==> config.mk <==
export PLATFORM = sky130hd
export DESIGN_NAME = log_snippet_entry_deframer_core
export DESIGN_NICKNAME = d
export VERILOG_FILES = /design/src/lsed_pkg.sv /design/src/lsed_cfg.sv /design/src/lsed_parse.sv /design/src/lsed_outq.sv /design/src/log_snippet_entry_deframer_core.sv
export VERILOG_INCLUDE_DIRS = /design/src /design/src/src
export SDC_FILE = /design/constraint.sdc
export NUM_CORES = 2
export LEC_CHECK = 0
export BUFFER_PORTS_ARGS = -buffer_cell sky130_fd_sc_hd__buf_2
export CORE_MARGIN = 8
export CORE_UTILIZATION = 50
export DETAILED_ROUTE_END_ITERATION = 6
export MAX_ROUTING_LAYER = met4
export PLACE_DENSITY = 0.71
export SYNTH_ARGS = -nofsm -noshare
export SYNTH_HDL_FRONTEND = slang
export SYNTH_SLANG_ARGS = --single-unit
==> constraint.sdc <==
create_clock -name clk -period 11.4 [get_ports clk]
set_clock_uncertainty 0.05 [all_clocks]
set_input_delay 3.42 -clock clk [delete_from_list [all_inputs] [get_ports clk]]
set_output_delay 3.42 -clock clk [all_outputs]
set_load 0.01 [all_outputs]
==> src/log_snippet_entry_deframer_core_defines.svh <==
// Assertion macros shared by the deframer RTL.
`ifndef LOG_SNIPPET_ENTRY_DEFRAMER_CORE_DEFINES_SVH
`define LOG_SNIPPET_ENTRY_DEFRAMER_CORE_DEFINES_SVH

// Consequent must hold in the same cycle as the antecedent.
`define LSED_ASSERT_SAME(lbl, ante, cons, msg) \
    lbl: assert property (@(posedge clk) disable iff (!rst_n) (ante) |-> (cons)) \
        else $error(msg);

// Consequent must hold in the cycle after the antecedent.
`define LSED_ASSERT_NEXT(lbl, ante, cons, msg) \
    lbl: assert property (@(posedge clk) disable iff (!rst_n) (ante) |=> (cons)) \
        else $error(msg);

`endif

==> src/lsed_pkg.sv <==
package lsed_pkg;

    // Field widths of the stream items.
    localparam int BYTE_W    = 8;
    localparam int SIZE_W    = 32;
    localparam int SEQ_W     = 63;
    localparam int HASH_W    = 7;
    localparam int MOD_W     = 10;
    localparam int TDATA_W   = 120;
    localparam int FIELDS_W  = 115;
    localparam int SEQ_BYTES = 8;

    // Size codes that follow the type byte.
    localparam logic [7:0] CODE_HASHED = 8'h00;
    localparam logic [7:0] CODE_SIZE16 = 8'hFF;
    localparam logic [7:0] CODE_SIZE32 = 8'hFE;

    // Delta codes between entries.
    localparam logic [7:0] DELTA_INC    = 8'h00;
    localparam logic [7:0] DELTA_LOAD64 = 8'hFF;

    // Sequence numbers step in thousands for the coarse delta code.
    localparam logic [MOD_W-1:0] SEQ_STEP = 10'd1000;
    localparam logic [MOD_W-1:0] MOD_LAST = 10'd999;

    // Configuration register indexes and reset values.
    localparam int CFG_IDX_W = 2;
    localparam logic [CFG_IDX_W-1:0] REG_HASH_SIZE = 2'd0;
    localparam logic [CFG_IDX_W-1:0] REG_FIRST_SEQ = 2'd1;
    localparam logic [HASH_W-1:0]    HASH_SIZE_RESET = 7'd20;

    // Result queue depth, a power of two of at least two.
    localparam int OUTQ_DEPTH_DEF = 4;

    typedef enum logic [1:0] {
        KIND_HEADER,
        KIND_PAYLOAD,
        KIND_DONE,
        KIND_ERROR
    } kind_t;

    typedef enum logic [2:0] {
        ERR_NONE,
        ERR_HEADER_CUT,
        ERR_ENTRY_CUT,
        ERR_NO_ENTRY,
        ERR_ROLLBACK
    } err_t;

    typedef struct packed {
        kind_t              kind;
        logic [BYTE_W-1:0]  entry_type;
        logic [SIZE_W-1:0]  entry_size;
        logic               hashed;
        logic [SEQ_W-1:0]   seq;
        logic [BYTE_W-1:0]  payload;
        err_t               err;
        logic               last;
    } res_t;

    // One step of a running residue modulo 1000 over little-endian bytes:
    // adds byte b at position idx, weighted by 256^idx mod 1000, then folds
    // the sum back below 1000 using 1024 = 24 (mod 1000).
    function automatic logic [MOD_W-1:0] mod_step(input logic [MOD_W-1:0] acc,
                                                  input logic [BYTE_W-1:0] b,
                                                  input logic [2:0] idx);
        logic [9:0]  w;
        logic [17:0] x;
        logic [12:0] y;
        logic [10:0] z;
        case (idx)
            3'd0:    w = 10'd1;
            3'd1:    w = 10'd256;
            3'd2:    w = 10'd536;
            3'd3:    w = 10'd216;
            3'd4:    w = 10'd296;
            3'd5:    w = 10'd776;
            3'd6:    w = 10'd656;
            default: w = 10'd936;
        endcase
        x = 18'(acc) + 18'(b) * 18'(w);
        y = 13'(x[17:10]) * 13'd24 + 13'(x[9:0]);
        z = 11'(y[12:10]) * 11'd24 + 11'(y[9:0]);
        if (z >= 11'(SEQ_STEP))
            mod_step = MOD_W'(z - 11'(SEQ_STEP));
        else
            mod_step = z[MOD_W-1:0];
    endfunction

endpackage

==> src/lsed_cfg.sv <==
module lsed_cfg
    import lsed_pkg::*;
(
    input  logic                 clk,
    input  logic                 rst_n,
    input  logic                 cfg_valid,
    output logic                 cfg_ready,
    input  logic [CFG_IDX_W-1:0] cfg_index,
    input  logic [SEQ_W-1:0]     cfg_data,
    output logic [HASH_W-1:0]    hash_size,
    output logic [SEQ_W-1:0]     first_seq,
    output logic [MOD_W-1:0]     first_mod,
    output logic                 busy
);

    localparam int CNT_W = $clog2(SEQ_BYTES + 1);

    logic [HASH_W-1:0] hash_size_reg;
    logic [SEQ_W-1:0]  first_seq_reg;
    logic [MOD_W-1:0]  mod_acc_reg;
    logic [CNT_W-1:0]  cnt_reg;
    logic [2:0]        byte_idx;
    logic [63:0]       seq_ext;
    logic [BYTE_W-1:0] cur_byte;

    // Byte of the stored start sequence that the residue sweep takes next.
    assign busy     = (cnt_reg != '0);
    assign byte_idx = 3'(CNT_W'(SEQ_BYTES) - cnt_reg);
    assign seq_ext  = {1'b0, first_seq_reg};
    assign cur_byte = seq_ext[{byte_idx, 3'b000} +: BYTE_W];

    // Register writes; a start sequence write launches a sweep that leaves
    // its residue modulo 1000 in mod_acc_reg.
    always_ff @(posedge clk or negedge rst_n)
    begin
        if (!rst_n)
        begin
            hash_size_reg <= HASH_SIZE_RESET;
            first_seq_reg <= '0;
            mod_acc_reg   <= '0;
            cnt_reg       <= '0;
        end
        else if (cfg_valid && cfg_ready)
        begin
            case (cfg_index)
                REG_HASH_SIZE:
                begin
                    hash_size_reg <= cfg_data[HASH_W-1:0];
                end
                REG_FIRST_SEQ:
                begin
                    first_seq_reg <= cfg_data;
                    mod_acc_reg   <= '0;
                    cnt_reg       <= CNT_W'(SEQ_BYTES);
                end
                default:
                begin
                end
            endcase
        end
        else if (busy)
        begin
            mod_acc_reg <= mod_step(mod_acc_reg, cur_byte, byte_idx);
            cnt_reg     <= cnt_reg - CNT_W'(1);
        end
    end

    assign cfg_ready = !busy;
    assign hash_size = hash_size_reg;
    assign first_seq = first_seq_reg;
    assign first_mod = mod_acc_reg;

endmodule

==> src/lsed_parse.sv <==
module lsed_parse
    import lsed_pkg::*;
(
    input  logic              clk,
    input  logic              rst_n,
    input  logic              step,
    input  logic [BYTE_W-1:0] data_byte,
    input  logic              final_byte,
    input  logic [HASH_W-1:0] hash_size,
    input  logic [SEQ_W-1:0]  first_seq,
    input  logic [MOD_W-1:0]  first_mod,
    output res_t              res_a,
    output res_t              res_b,
    output logic [1:0]        res_cnt
);

    typedef enum logic [2:0] {
        PH_START,
        PH_TYPE,
        PH_CODE,
        PH_SIZE16,
        PH_SIZE32,
        PH_PAYLOAD,
        PH_DELTA,
        PH_DELTA64
    } phase_t;

    localparam logic [2:0] SIZE16_MORE = 3'd1;
    localparam logic [2:0] SIZE32_MORE = 3'd3;
    localparam logic [2:0] SEQ64_MORE  = 3'd7;

    phase_t            phase_reg, phase_next;
    logic [BYTE_W-1:0] type_reg, type_next;
    logic [SIZE_W-1:0] size_reg, size_next;
    logic [SIZE_W-1:0] left_reg, left_next;
    logic [2:0]        fbl_reg, fbl_next;
    logic [SEQ_W-1:0]  seq_reg, seq_next;
    logic [MOD_W-1:0]  mod_reg, mod_next;
    logic [63:0]       sacc_reg, sacc_next;
    logic [MOD_W-1:0]  macc_reg, macc_next;
    logic              hold_reg, hold_next;
    logic              hashed_reg, hashed_next;

    logic              v0, v1;
    kind_t             k0, k1;
    err_t              e0, e1;
    logic              rollback;
    logic              start_ent, end_ent, apply;
    logic [63:0]       new_seq;
    logic [MOD_W-1:0]  new_mod;
    logic [SIZE_W-1:0] left_dec;
    logic [63:0]       acc_new;
    logic [MOD_W-1:0]  macc_new;
    logic [1:0]        size_idx;
    logic [2:0]        seq_idx;
    logic [BYTE_W-1:0] pay_byte;

    // Byte positions inside the multi-byte size and sequence fields.
    assign size_idx = ((phase_reg == PH_SIZE16) ? 2'd1 : 2'd3) - fbl_reg[1:0];
    assign seq_idx  = SEQ64_MORE - fbl_reg;
    assign acc_new  = sacc_reg | (64'(data_byte) << {seq_idx, 3'b000});
    assign macc_new = mod_step(macc_reg, data_byte, seq_idx);
    assign left_dec = left_reg - SIZE_W'(left_reg != '0);

    // One snippet byte: next state and up to two results.
    always_comb
    begin
        phase_next  = phase_reg;
        type_next   = type_reg;
        size_next   = size_reg;
        left_next   = left_reg;
        fbl_next    = fbl_reg;
        seq_next    = seq_reg;
        mod_next    = mod_reg;
        sacc_next   = sacc_reg;
        macc_next   = macc_reg;
        hold_next   = hold_reg;
        hashed_next = hashed_reg;
        v0          = 1'b0;
        v1          = 1'b0;
        k0          = KIND_HEADER;
        k1          = KIND_HEADER;
        e0          = ERR_NONE;
        e1          = ERR_NONE;
        rollback    = 1'b0;
        start_ent   = 1'b0;
        end_ent     = 1'b0;
        apply       = 1'b0;
        new_seq     = '0;
        new_mod     = '0;
        pay_byte    = '0;

        if (step && !hold_reg)
        begin
            case (phase_reg)
                PH_START, PH_TYPE:
                begin
                    if (phase_reg == PH_START)
                    begin
                        seq_next = first_seq;
                        mod_next = first_mod;
                    end
                    type_next   = data_byte;
                    size_next   = '0;
                    hashed_next = 1'b0;
                    phase_next  = PH_CODE;
                    if (final_byte)
                    begin
                        v0 = 1'b1;
                        k0 = KIND_ERROR;
                        e0 = ERR_HEADER_CUT;
                    end
                end
                PH_CODE:
                begin
                    if (data_byte == CODE_SIZE16 || data_byte == CODE_SIZE32)
                    begin
                        phase_next = (data_byte == CODE_SIZE16) ? PH_SIZE16 : PH_SIZE32;
                        fbl_next   = (data_byte == CODE_SIZE16) ? SIZE16_MORE : SIZE32_MORE;
                        if (final_byte)
                        begin
                            v0 = 1'b1;
                            k0 = KIND_ERROR;
                            e0 = ERR_HEADER_CUT;
                        end
                    end
                    else
                    begin
                        hashed_next = (data_byte == CODE_HASHED);
                        size_next   = (data_byte == CODE_HASHED) ? SIZE_W'(hash_size)
                                                                 : SIZE_W'(data_byte);
                        start_ent   = 1'b1;
                    end
                end
                PH_SIZE16, PH_SIZE32:
                begin
                    size_next = size_reg | (SIZE_W'(data_byte) << {size_idx, 3'b000});
                    if (fbl_reg == '0)
                    begin
                        start_ent = 1'b1;
                    end
                    else
                    begin
                        fbl_next = fbl_reg - 3'd1;
                        if (final_byte)
                        begin
                            v0 = 1'b1;
                            k0 = KIND_ERROR;
                            e0 = ERR_HEADER_CUT;
                        end
                    end
                end
                PH_PAYLOAD:
                begin
                    v0        = 1'b1;
                    k0        = KIND_PAYLOAD;
                    pay_byte  = data_byte;
                    left_next = left_dec;
                    if (left_dec == '0)
                    begin
                        end_ent = 1'b1;
                    end
                    else if (final_byte)
                    begin
                        v1 = 1'b1;
                        k1 = KIND_ERROR;
                        e1 = ERR_ENTRY_CUT;
                    end
                end
                PH_DELTA:
                begin
                    if (data_byte == DELTA_LOAD64)
                    begin
                        phase_next = PH_DELTA64;
                        fbl_next   = SEQ64_MORE;
                        sacc_next  = '0;
                        macc_next  = '0;
                        if (final_byte)
                        begin
                            v0 = 1'b1;
                            k0 = KIND_ERROR;
                            e0 = ERR_NO_ENTRY;
                        end
                    end
                    else if (data_byte == DELTA_INC)
                    begin
                        apply   = 1'b1;
                        new_seq = {1'b0, seq_reg} + 64'd1;
                        new_mod = (mod_reg == MOD_LAST) ? '0 : mod_reg + MOD_W'(1);
                    end
                    else
                    begin
                        apply   = 1'b1;
                        new_seq = {1'b0, seq_reg} - 64'(mod_reg)
                                  + 64'(18'(data_byte) * 18'(SEQ_STEP));
                        new_mod = '0;
                    end
                end
                PH_DELTA64:
                begin
                    sacc_next = acc_new;
                    macc_next = macc_new;
                    if (fbl_reg == '0)
                    begin
                        apply   = 1'b1;
                        new_seq = acc_new;
                        new_mod = macc_new;
                    end
                    else
                    begin
                        fbl_next = fbl_reg - 3'd1;
                        if (final_byte)
                        begin
                            v0 = 1'b1;
                            k0 = KIND_ERROR;
                            e0 = ERR_NO_ENTRY;
                        end
                    end
                end
                default:
                begin
                end
            endcase

            // Size field complete: header, then payload or an empty entry.
            if (start_ent)
            begin
                v0        = 1'b1;
                k0        = KIND_HEADER;
                left_next = size_next;
                if (size_next == '0)
                begin
                    end_ent = 1'b1;
                end
                else
                begin
                    phase_next = PH_PAYLOAD;
                    if (final_byte)
                    begin
                        v1 = 1'b1;
                        k1 = KIND_ERROR;
                        e1 = ERR_ENTRY_CUT;
                    end
                end
            end

            // Entry complete: close the snippet or wait for a delta code.
            if (end_ent)
            begin
                if (final_byte)
                begin
                    v1 = 1'b1;
                    k1 = KIND_DONE;
                end
                else
                begin
                    phase_next = PH_DELTA;
                end
            end

            // New sequence number must rise and fit in 63 bits.
            if (apply)
            begin
                if (new_seq[63] || new_seq <= {1'b0, seq_reg})
                begin
                    v0       = 1'b1;
                    k0       = KIND_ERROR;
                    e0       = ERR_ROLLBACK;
                    rollback = 1'b1;
                end
                else
                begin
                    seq_next   = new_seq[SEQ_W-1:0];
                    mod_next   = new_mod;
                    phase_next = PH_TYPE;
                    if (final_byte)
                    begin
                        v0 = 1'b1;
                        k0 = KIND_ERROR;
                        e0 = ERR_NO_ENTRY;
                    end
                end
            end

            hold_next = (v0 && k0 == KIND_ERROR) || (v1 && k1 == KIND_ERROR);
        end

        // The last byte of a snippet always returns to snippet start.
        if (step && final_byte)
        begin
            phase_next = PH_START;
            hold_next  = 1'b0;
            fbl_next   = '0;
            left_next  = '0;
        end
    end

    // Results carry the entry fields as updated by this byte.
    always_comb
    begin
        res_a.kind       = k0;
        res_a.entry_type = type_next;
        res_a.entry_size = size_next;
        res_a.hashed     = hashed_next;
        res_a.seq        = rollback ? new_seq[SEQ_W-1:0] : seq_next;
        res_a.payload    = pay_byte;
        res_a.err        = e0;
        res_a.last       = !v1;
        res_b.kind       = k1;
        res_b.entry_type = type_next;
        res_b.entry_size = size_next;
        res_b.hashed     = hashed_next;
        res_b.seq        = seq_next;
        res_b.payload    = '0;
        res_b.err        = e1;
        res_b.last       = 1'b1;
        res_cnt          = {1'b0, v0} + {1'b0, v1};
    end

    // Parser state.
    always_ff @(posedge clk or negedge rst_n)
    begin
        if (!rst_n)
        begin
            phase_reg  <= PH_START;
            type_reg   <= '0;
            size_reg   <= '0;
            left_reg   <= '0;
            fbl_reg    <= '0;
            seq_reg    <= '0;
            mod_reg    <= '0;
            sacc_reg   <= '0;
            macc_reg   <= '0;
            hold_reg   <= 1'b0;
            hashed_reg <= 1'b0;
        end
        else if (step)
        begin
            phase_reg  <= phase_next;
            type_reg   <= type_next;
            size_reg   <= size_next;
            left_reg   <= left_next;
            fbl_reg    <= fbl_next;
            seq_reg    <= seq_next;
            mod_reg    <= mod_next;
            sacc_reg   <= sacc_next;
            macc_reg   <= macc_next;
            hold_reg   <= hold_next;
            hashed_reg <= hashed_next;
        end
    end

endmodule

==> src/lsed_outq.sv <==
module lsed_outq
    import lsed_pkg::*;
#(
    parameter int DEPTH = OUTQ_DEPTH_DEF
)
(
    input  logic       clk,
    input  logic       rst_n,
    input  res_t       wr_a,
    input  res_t       wr_b,
    input  logic [1:0] wr_cnt,
    output logic       room2,
    output res_t       rd_data,
    output logic       rd_valid,
    input  logic       rd_ready
);

    localparam int PW = $clog2(DEPTH);
    localparam int CW = $clog2(DEPTH + 1);

    res_t          mem_reg [DEPTH];
    logic [PW-1:0] wp_reg;
    logic [PW-1:0] rp_reg;
    logic [CW-1:0] cnt_reg;
    logic          pop;

    assign rd_valid = (cnt_reg != '0);
    assign rd_data  = mem_reg[rp_reg];
    assign pop      = rd_valid && rd_ready;
    assign room2    = (cnt_reg <= CW'(DEPTH - 2));

    // Result storage: up to two writes per byte, one read per request.
    always_ff @(posedge clk)
    begin
        if (wr_cnt != 2'd0)
        begin
            mem_reg[wp_reg] <= wr_a;
        end
        if (wr_cnt == 2'd2)
        begin
            mem_reg[wp_reg + PW'(1)] <= wr_b;
        end
    end

    // Pointers and fill level.
    always_ff @(posedge clk or negedge rst_n)
    begin
        if (!rst_n)
        begin
            wp_reg  <= '0;
            rp_reg  <= '0;
            cnt_reg <= '0;
        end
        else
        begin
            wp_reg  <= wp_reg + PW'(wr_cnt);
            rp_reg  <= rp_reg + PW'(pop);
            cnt_reg <= cnt_reg + CW'(wr_cnt) - CW'(pop);
        end
    end

endmodule

==> src/log_snippet_entry_deframer_core.sv <==
// Log snippet entry deframer. Snippet bytes enter on the slave stream with
// tlast on the final byte; each entry yields a header request, one request per
// payload byte, and a closing request (ended correctly or error) at the end of
// the snippet. A byte is registered on entry and parsed from that register, so
// one byte per cycle is accepted as long as the result queue has room for
// two requests; a byte that yields two results (header or payload plus the
// closing request) is delivered as two results on the master side, and the
// sustained rate is then set by the master handshake, one result per cycle. A
// write to the first sequence register starts a sweep that derives its residue
// modulo 1000; no byte and no further write is taken during it.
`include "log_snippet_entry_deframer_core_defines.svh"

module log_snippet_entry_deframer_core
    import lsed_pkg::*;
#(
    parameter int OUTQ_DEPTH = OUTQ_DEPTH_DEF
)
(
    input  logic                 clk,
    input  logic                 rst_n,
    // tdata: data_byte [7:0]
    input  logic                 s_axis_tvalid,
    output logic                 s_axis_tready,
    input  logic [7:0]           s_axis_tdata,
    input  logic                 s_axis_tlast,
    // tdata: entry_type [7:0], entry_size [39:8], hashed [40],
    //        sequence_res [103:41], payload_byte [111:104],
    //        error_code [114:112], zero [119:115]
    output logic                 m_axis_tvalid,
    input  logic                 m_axis_tready,
    output logic [TDATA_W-1:0]   m_axis_tdata,
    // tuser: kind [1:0]
    output logic [1:0]           m_axis_tuser,
    output logic                 m_axis_tlast,
    input  logic                 cfg_valid,
    output logic                 cfg_ready,
    input  logic [CFG_IDX_W-1:0] cfg_index,
    input  logic [SEQ_W-1:0]     cfg_data
);

    logic              in_vld_reg;
    logic [BYTE_W-1:0] in_byte_reg;
    logic              in_fin_reg;
    logic              fire;
    logic              room2;
    logic              cfg_busy;
    logic [HASH_W-1:0] hash_size;
    logic [SEQ_W-1:0]  first_seq;
    logic [MOD_W-1:0]  first_mod;
    res_t              res_a;
    res_t              res_b;
    logic [1:0]        res_cnt;
    res_t              head;

    // Parse the registered byte when the queue can take both results and no sweep runs.
    assign fire          = in_vld_reg && room2 && !cfg_busy;
    assign s_axis_tready = !cfg_busy && (!in_vld_reg || fire);

    // Input register.
    always_ff @(posedge clk or negedge rst_n)
    begin
        if (!rst_n)
        begin
            in_vld_reg  <= 1'b0;
            in_byte_reg <= '0;
            in_fin_reg  <= 1'b0;
        end
        else if (s_axis_tvalid && s_axis_tready)
        begin
            in_vld_reg  <= 1'b1;
            in_byte_reg <= s_axis_tdata;
            in_fin_reg  <= s_axis_tlast;
        end
        else if (fire)
        begin
            in_vld_reg <= 1'b0;
        end
    end

    lsed_cfg u_cfg (
        .clk       (clk),
        .rst_n     (rst_n),
        .cfg_valid (cfg_valid),
        .cfg_ready (cfg_ready),
        .cfg_index (cfg_index),
        .cfg_data  (cfg_data),
        .hash_size (hash_size),
        .first_seq (first_seq),
        .first_mod (first_mod),
        .busy      (cfg_busy)
    );

    lsed_parse u_parse (
        .clk        (clk),
        .rst_n      (rst_n),
        .step       (fire),
        .data_byte  (in_byte_reg),
        .final_byte (in_fin_reg),
        .hash_size  (hash_size),
        .first_seq  (first_seq),
        .first_mod  (first_mod),
        .res_a      (res_a),
        .res_b      (res_b),
        .res_cnt    (res_cnt)
    );

    lsed_outq #(
        .DEPTH (OUTQ_DEPTH)
    ) u_outq (
        .clk      (clk),
        .rst_n    (rst_n),
        .wr_a     (res_a),
        .wr_b     (res_b),
        .wr_cnt   (res_cnt),
        .room2    (room2),
        .rd_data  (head),
        .rd_valid (m_axis_tvalid),
        .rd_ready (m_axis_tready)
    );

    // Output packing.
    assign m_axis_tdata = {(TDATA_W - FIELDS_W)'(0), head.err, head.payload, head.seq,
                           head.hashed, head.entry_size, head.entry_type};
    assign m_axis_tuser = head.kind;
    assign m_axis_tlast = head.last;

    // Checks.
    `LSED_ASSERT_SAME(a_err_code_matches_kind, m_axis_tvalid,
        ((head.kind == KIND_ERROR) == (head.err != ERR_NONE)),
        "error code and result kind disagree")
    `LSED_ASSERT_NEXT(a_seq_write_blocks_input,
        cfg_valid && cfg_ready && cfg_index == REG_FIRST_SEQ, !s_axis_tready,
        "input taken during start sequence residue sweep")
    `LSED_ASSERT_NEXT(a_input_reg_holds, in_vld_reg && !fire,
        in_vld_reg && $stable(in_byte_reg) && $stable(in_fin_reg),
        "pending input byte lost or overwritten")

endmodule
[After elaboration in Yosys (flattened, before gate mapping)]
Memory sizes are Yosys's and may differ from the RTL's.
Cells that the tools add are included.
Cells by class
  muxes and demuxes: 154
  bitwise operators: 2
  reductions and logical operators: 47
  add/sub/neg operators: 24
  shift operators: 3
  multiply operators: 7
  $lt $le $gt $ge: 4
  equality and inequality tests: 31
Operators by type and width (number)
  $mux W63: 7
  $mux W64: 5
  $pmux W64 S2: 2
  $mux W32: 7
  $mux W10: 16
  $pmux W10 S7: 2
  $pmux W32 S3: 1
  $mux W3: 29
  $add A63 B1 Y64 const B: 1
  $add A64 B18 Y64: 1
  $le A64 B63 Y1: 1
  $logic_not A32 Y1: 2
  $or A64 B64 Y64: 1
  $shiftx A64 B7 Y8: 1
  $shl A8 B6 Y64: 1
  $sub A63 B10 Y64: 1
  $mux W2: 23
  $mux W1: 44
  $mux W8: 5
  $pmux W10 S2: 2
  $add A10 B18 Y18: 2
  $mul A8 B10 Y18: 2
  $or A32 B32 Y32: 1
  $reduce_bool A32 Y1: 1
  other kinds (54): 114
Word-level totals
  register bits after elaboration: 328
  output and inout port bits: 126
  memories kept: 1
  bits of input ports: 79
  RAM bits: 472
  word-level logic and storage cells: 294
Memory list
  u_outq.mem_reg: depth 4, bits a word 118, rd ports 1, clocked after Yosys merged registers in 0, write ports 2, RTL line lsed_outq.sv:21  | res_t mem_reg [DEPTH];

[Longest topological paths before layout]
  word-level depth: 18
  gate-level depth with buffers: 54
  depth with buffers taken out: 52

[Cells and area by module]
A second synthesis with hierarchy kept.
Unflattened totals
  cell total of the unflattened synthesis: 5416
  area total of the unflattened synthesis: 58376.0 um2
Modules (own cells, without submodules)
  lsed_parse: times used 1, cells each 3487, area each 27157.3 um2
  lsed_outq: times used 1, cells each 1181, area each 23199.8 um2
  lsed_cfg: times used 1, cells each 715, area each 7521.0 um2
  log_snippet_entry_deframer_core: times used 1, cells each 33, area each 498.0 um2

[Least setup slack after synthesis]
OpenSTA, ideal clock, no wires.
  kind: register -> register
  start: register in_byte_reg[2]
  end: memory u_outq.mem_reg[0][68] in the netlist's numbering (data pin)
  period minus slack after synthesis: 12.243 ns
  setup slack: -0.843 ns
  buffers on the path: 4
  library setup time: 0.164 ns
  data arrival time: 12.029 ns
  stages on the path, launching flop included: 52
  cell sequence: dfrtp_1 -> clkbuf_1 -> inv_2 -> fa_1 -> fa_1 -> inv_1 -> fa_1 -> inv_1 -> fa_1 -> inv_1 -> ha_1 -> a21oi_1 -> nor2b_1 -> o21a_1 -> o21ai_0 -> nand2b_1 -> a21oi_1 -> o21ai_0 -> [16 not listed] -> a21oi_1 -> o221ai_1 -> o2bb2ai_1 -> a2111oi_0 -> and3_1 -> nor2_1 -> nand2_1 -> a211oi_1 -> nand2b_1 -> inv_1 -> ha_1 -> clkbuf_1 -> and3_1 -> clkbuf_1 -> nor2_1 -> inv_1 -> a21boi_0 -> o22ai_1
RTL lines
  from (decl): RTL line log_snippet_entry_deframer_core.sv:42  | logic [BYTE_W-1:0] in_byte_reg;
  from (signal assigned): RTL line log_snippet_entry_deframer_core.sv:71  | in_byte_reg <= s_axis_tdata;
  to (decl): RTL line lsed_outq.sv:21

==> impl_results.md <==
* First-pass GRT wire length at 297000 µm
* Post-synthesis compound-gate area fraction at 17.7%
* Hold EP: u_outq.mem_reg[2][3]
* Max-slew headroom at 12.6%
* Iter 0 DRT Violations at 5842
* Root buffer cell: clkbuf_16
* P&R area growth vs syn at 13.0%
* Initial Utilization at 50.3%
* Critical path's top delay family: compound AO/OA/AOI/OAI gates
* Synth area leaders: edfxtp_1, dfrtp_1, ha_1, mux4_2, fa_1
* Setup Viol. Count Final at 0
* Seq cells post-synth at 800
* Critical path class: flop to flop
* Hold_buf cts at 0
* Final hold vios at 0
* CTS tree: yes
* Synth cell count leaders: nor2_1, inv_1, a21oi_1, edfxtp_1, ha_1
* HP Start: u_outq.mem_reg[2][3]
* Vias in the first global route at 45.5k
* Clock transition time at the flip-flop clock pins of the worst setup and hold paths at 0.07 ns
* Count leader, synth: nor2_1
* Worst path bufs/invs at 7
* Period utilization at 97.4%
* Total of max-cap violations at 0
* Slew Limit Fails at 0
* Clk buf depth at 3
* Io pins at 205
* Worst Reg-to-Reg Cells at 44
* Worst Slack Setup Final at 0.300 ns
* Largest net degree at the start of global routing at 131
* Pre-CTS WS at 0.0256 ns
* Fillers at 9296
* GPL Wtd Cong at 0.993
* Critical Path RT at 11.74 ns
* Post-synthesis adder-cell area fraction at 13.2%
* Chip Height at 346 µm
* Min-Delay Path Class: flop to flop
* Overall Global Routing Usage at 33.3%
* Vias per cell at 6.51
* Hold path depth at 2
* Overflow after GRT at 0
* IO Port Bufs at 199
* Routed WL at 201000 µm
* Core area at 109000 µm²
* H-tree Lvls at 3
* Number of synthesized flops with an enable pin at 428
* Crit-path most repeated cell: inv_1
* Async SR Flop Fraction at 41.0%
* HPWL after detailed placement at 147000 µm
* Fmax at 90.1 MHz
* Worst skew pair latency at 0.71 ns
* Post-synthesis simple-gate area fraction at 11.9%
* Mux contribution to synthesized area at 7.58%
* Crit Reg-Reg Endpoint: u_outq.mem_reg[1][64]
* Via count at 46.7k
* Nets@finish at 6256
* Warnings from Yosys at 0
* DRC viols at 0
* Largest family of logic cells by synthesized area: compound AO/OA/AOI/OAI gates
* Status: finished clean
* Critical Path Source Type: flop
* Die area at 120000 µm²
* Measured slew at the worst slew-check pin at 1.30 ns
* Synthesized area at 54600 µm²
* Detailed Routing Iterations Pass 1 at 6
* Max reg flops at 472
* Rows at 121
* Post-route antenna net violation count at 0
* Initial antenna violation count at 10
* Post-synth top area share at 23.5%
* Clock sink total at 800
* CP max stage delay at 0.64 ns
* Cell variety after synth at 125
* Critical path's slowest cell: o221ai_1
* Layout cells sized above 1 at 16.5%
* Crit path time final at 11.10 ns
* CTS buffer count at 88
* WP data arrival at 11.44 ns
* Xor-xnor portion of the synthesized cell area at 3.55%
* Sequential element share of the synthesized area at 40.2%
* Main synth FF type: edfxtp_1
* Avg Cell Area, Syn at 9.98 µm²
* Routed wire per std cell at 28.0 µm
* FF-to-FF Start: in_byte_reg[2]
* Post-synthesis instance total at 5471
* Endpoint class of the critical path: flop
* Die W at 346 µm
* Yosys top cell by area: edfxtp_1
* CP Max Fanout at 19
* R2R setup slack at 0.30 ns
worst max-delay path by stage:
| stage | start | end | slack (ns) | cells after the start |
|---|---|---|---|---|
| floorplan | in_byte_reg[2] | u_outq.mem_reg[0][68] | 0.01 | 51 |
| global placement | in_byte_reg[2] | u_outq.mem_reg[1][52] | 0.01 | 41 |
| detailed placement | in_byte_reg[2] | u_outq.cnt_reg[2] | 0.03 | 46 |
| CTS | in_byte_reg[2] | u_outq.cnt_reg[2] | 0.006 | 46 |
| global route | u_parse.fbl_reg[1] | u_parse.mod_reg[9] | -0.11 | 51 |
| finish | in_byte_reg[2] | u_outq.mem_reg[1][64] | 0.30 | 44 |
logic make-up after synthesis:
logic type | after synthesis
XOR/XNOR | 219
adder cells (fa/ha/maj) | 504
AO/OA/AOI/OAI | 1473
buffers and inverters | 827
flip-flops | 800
AND/OR/NAND/NOR | 1410
other | 1
multiplexers | 237
worst register-to-register path: cells and delay by family (launching register included):
family | cells | cell delay, ns
buffers and inverters | 7 | 0.82
AOI/OAI and AO/OA | 19 | 4.04
and+or+nand+nor | 9 | 2.06
xor gates and xnor gates | 1 | 0.17
adders and majority gates | 8 | 3.15
DFF | 1 | 0.46
metal layers:
metal,vias up,part of all wire [%],global-route usage [%]
met3,517,9.3,6.17
met1,23130,40,42.7
li1,20407,-,-
met2,2625,46,51.2
met5,-,0,-
met4,0,5.4,15.2
cells in the final DEF, fill, tap and decap left out, types with 160 or more instances in the layout:
master,instances
o22ai_1,280
a21oi_1,418
xnor2_1,160
o21ai_0,173
edfxtp_1,428
ha_1,377
nand2_1,305
inv_1,497
buf_4,184
dfrtp_1,320
buf_2,198
nor2_1,586
stage by stage:
step | hold slack, ns | TNS, ns | instances | cell area (µm²) | utilization [%]
final | 0.409 | 0 | 7168 | 61700 | 56.8
after global routing | 0.431 | -0.474 | 7168 | 61700 | 56.8
after CTS | 0.409 | 0 | 7149 | 61300 | 56.5
after detailed placement | 0.400 | 0 | 6983 | 58300 | 53.7
after global placement | 0.381 | 0 | 6983 | 58300 | 53.7
after floorplan | 0.368 | 0 | 5475 | 54700 | -
what timing repair did:
item | 4_1_cts | 5_1_grt
gates cloned | 1 | 0
endpoints found under the setup margin | 223 | 978
endpoints found under the hold margin | 0 | 0
buffers inserted | 0 | 13
pin swaps | 1 | 11
gates resized for setup | 1 | 60
final cells by class:
| cell class | instances | area, µm² | area share (%) |
|---|---|---|---|
| Multi-Input combinational cell | 3849 | 30000 | 48.6 |
| Sequential cell | 800 | 22000 | 35.6 |
| Timing Repair Buffer | 418 | 3060 | 4.96 |
| Clock buffer | 124 | 2470 | 4.00 |
| Inverter | 516 | 1960 | 3.19 |
| Tap cell | 1414 | 1770 | 2.87 |
| Clock inverter | 41 | 493 | 0.799 |
| Antenna cell | 6 | 15.0 | 0.0243 |
Power is not shown: default switching activity piles up to over one toggle a cycle in this logic, so the estimate is an artifact.
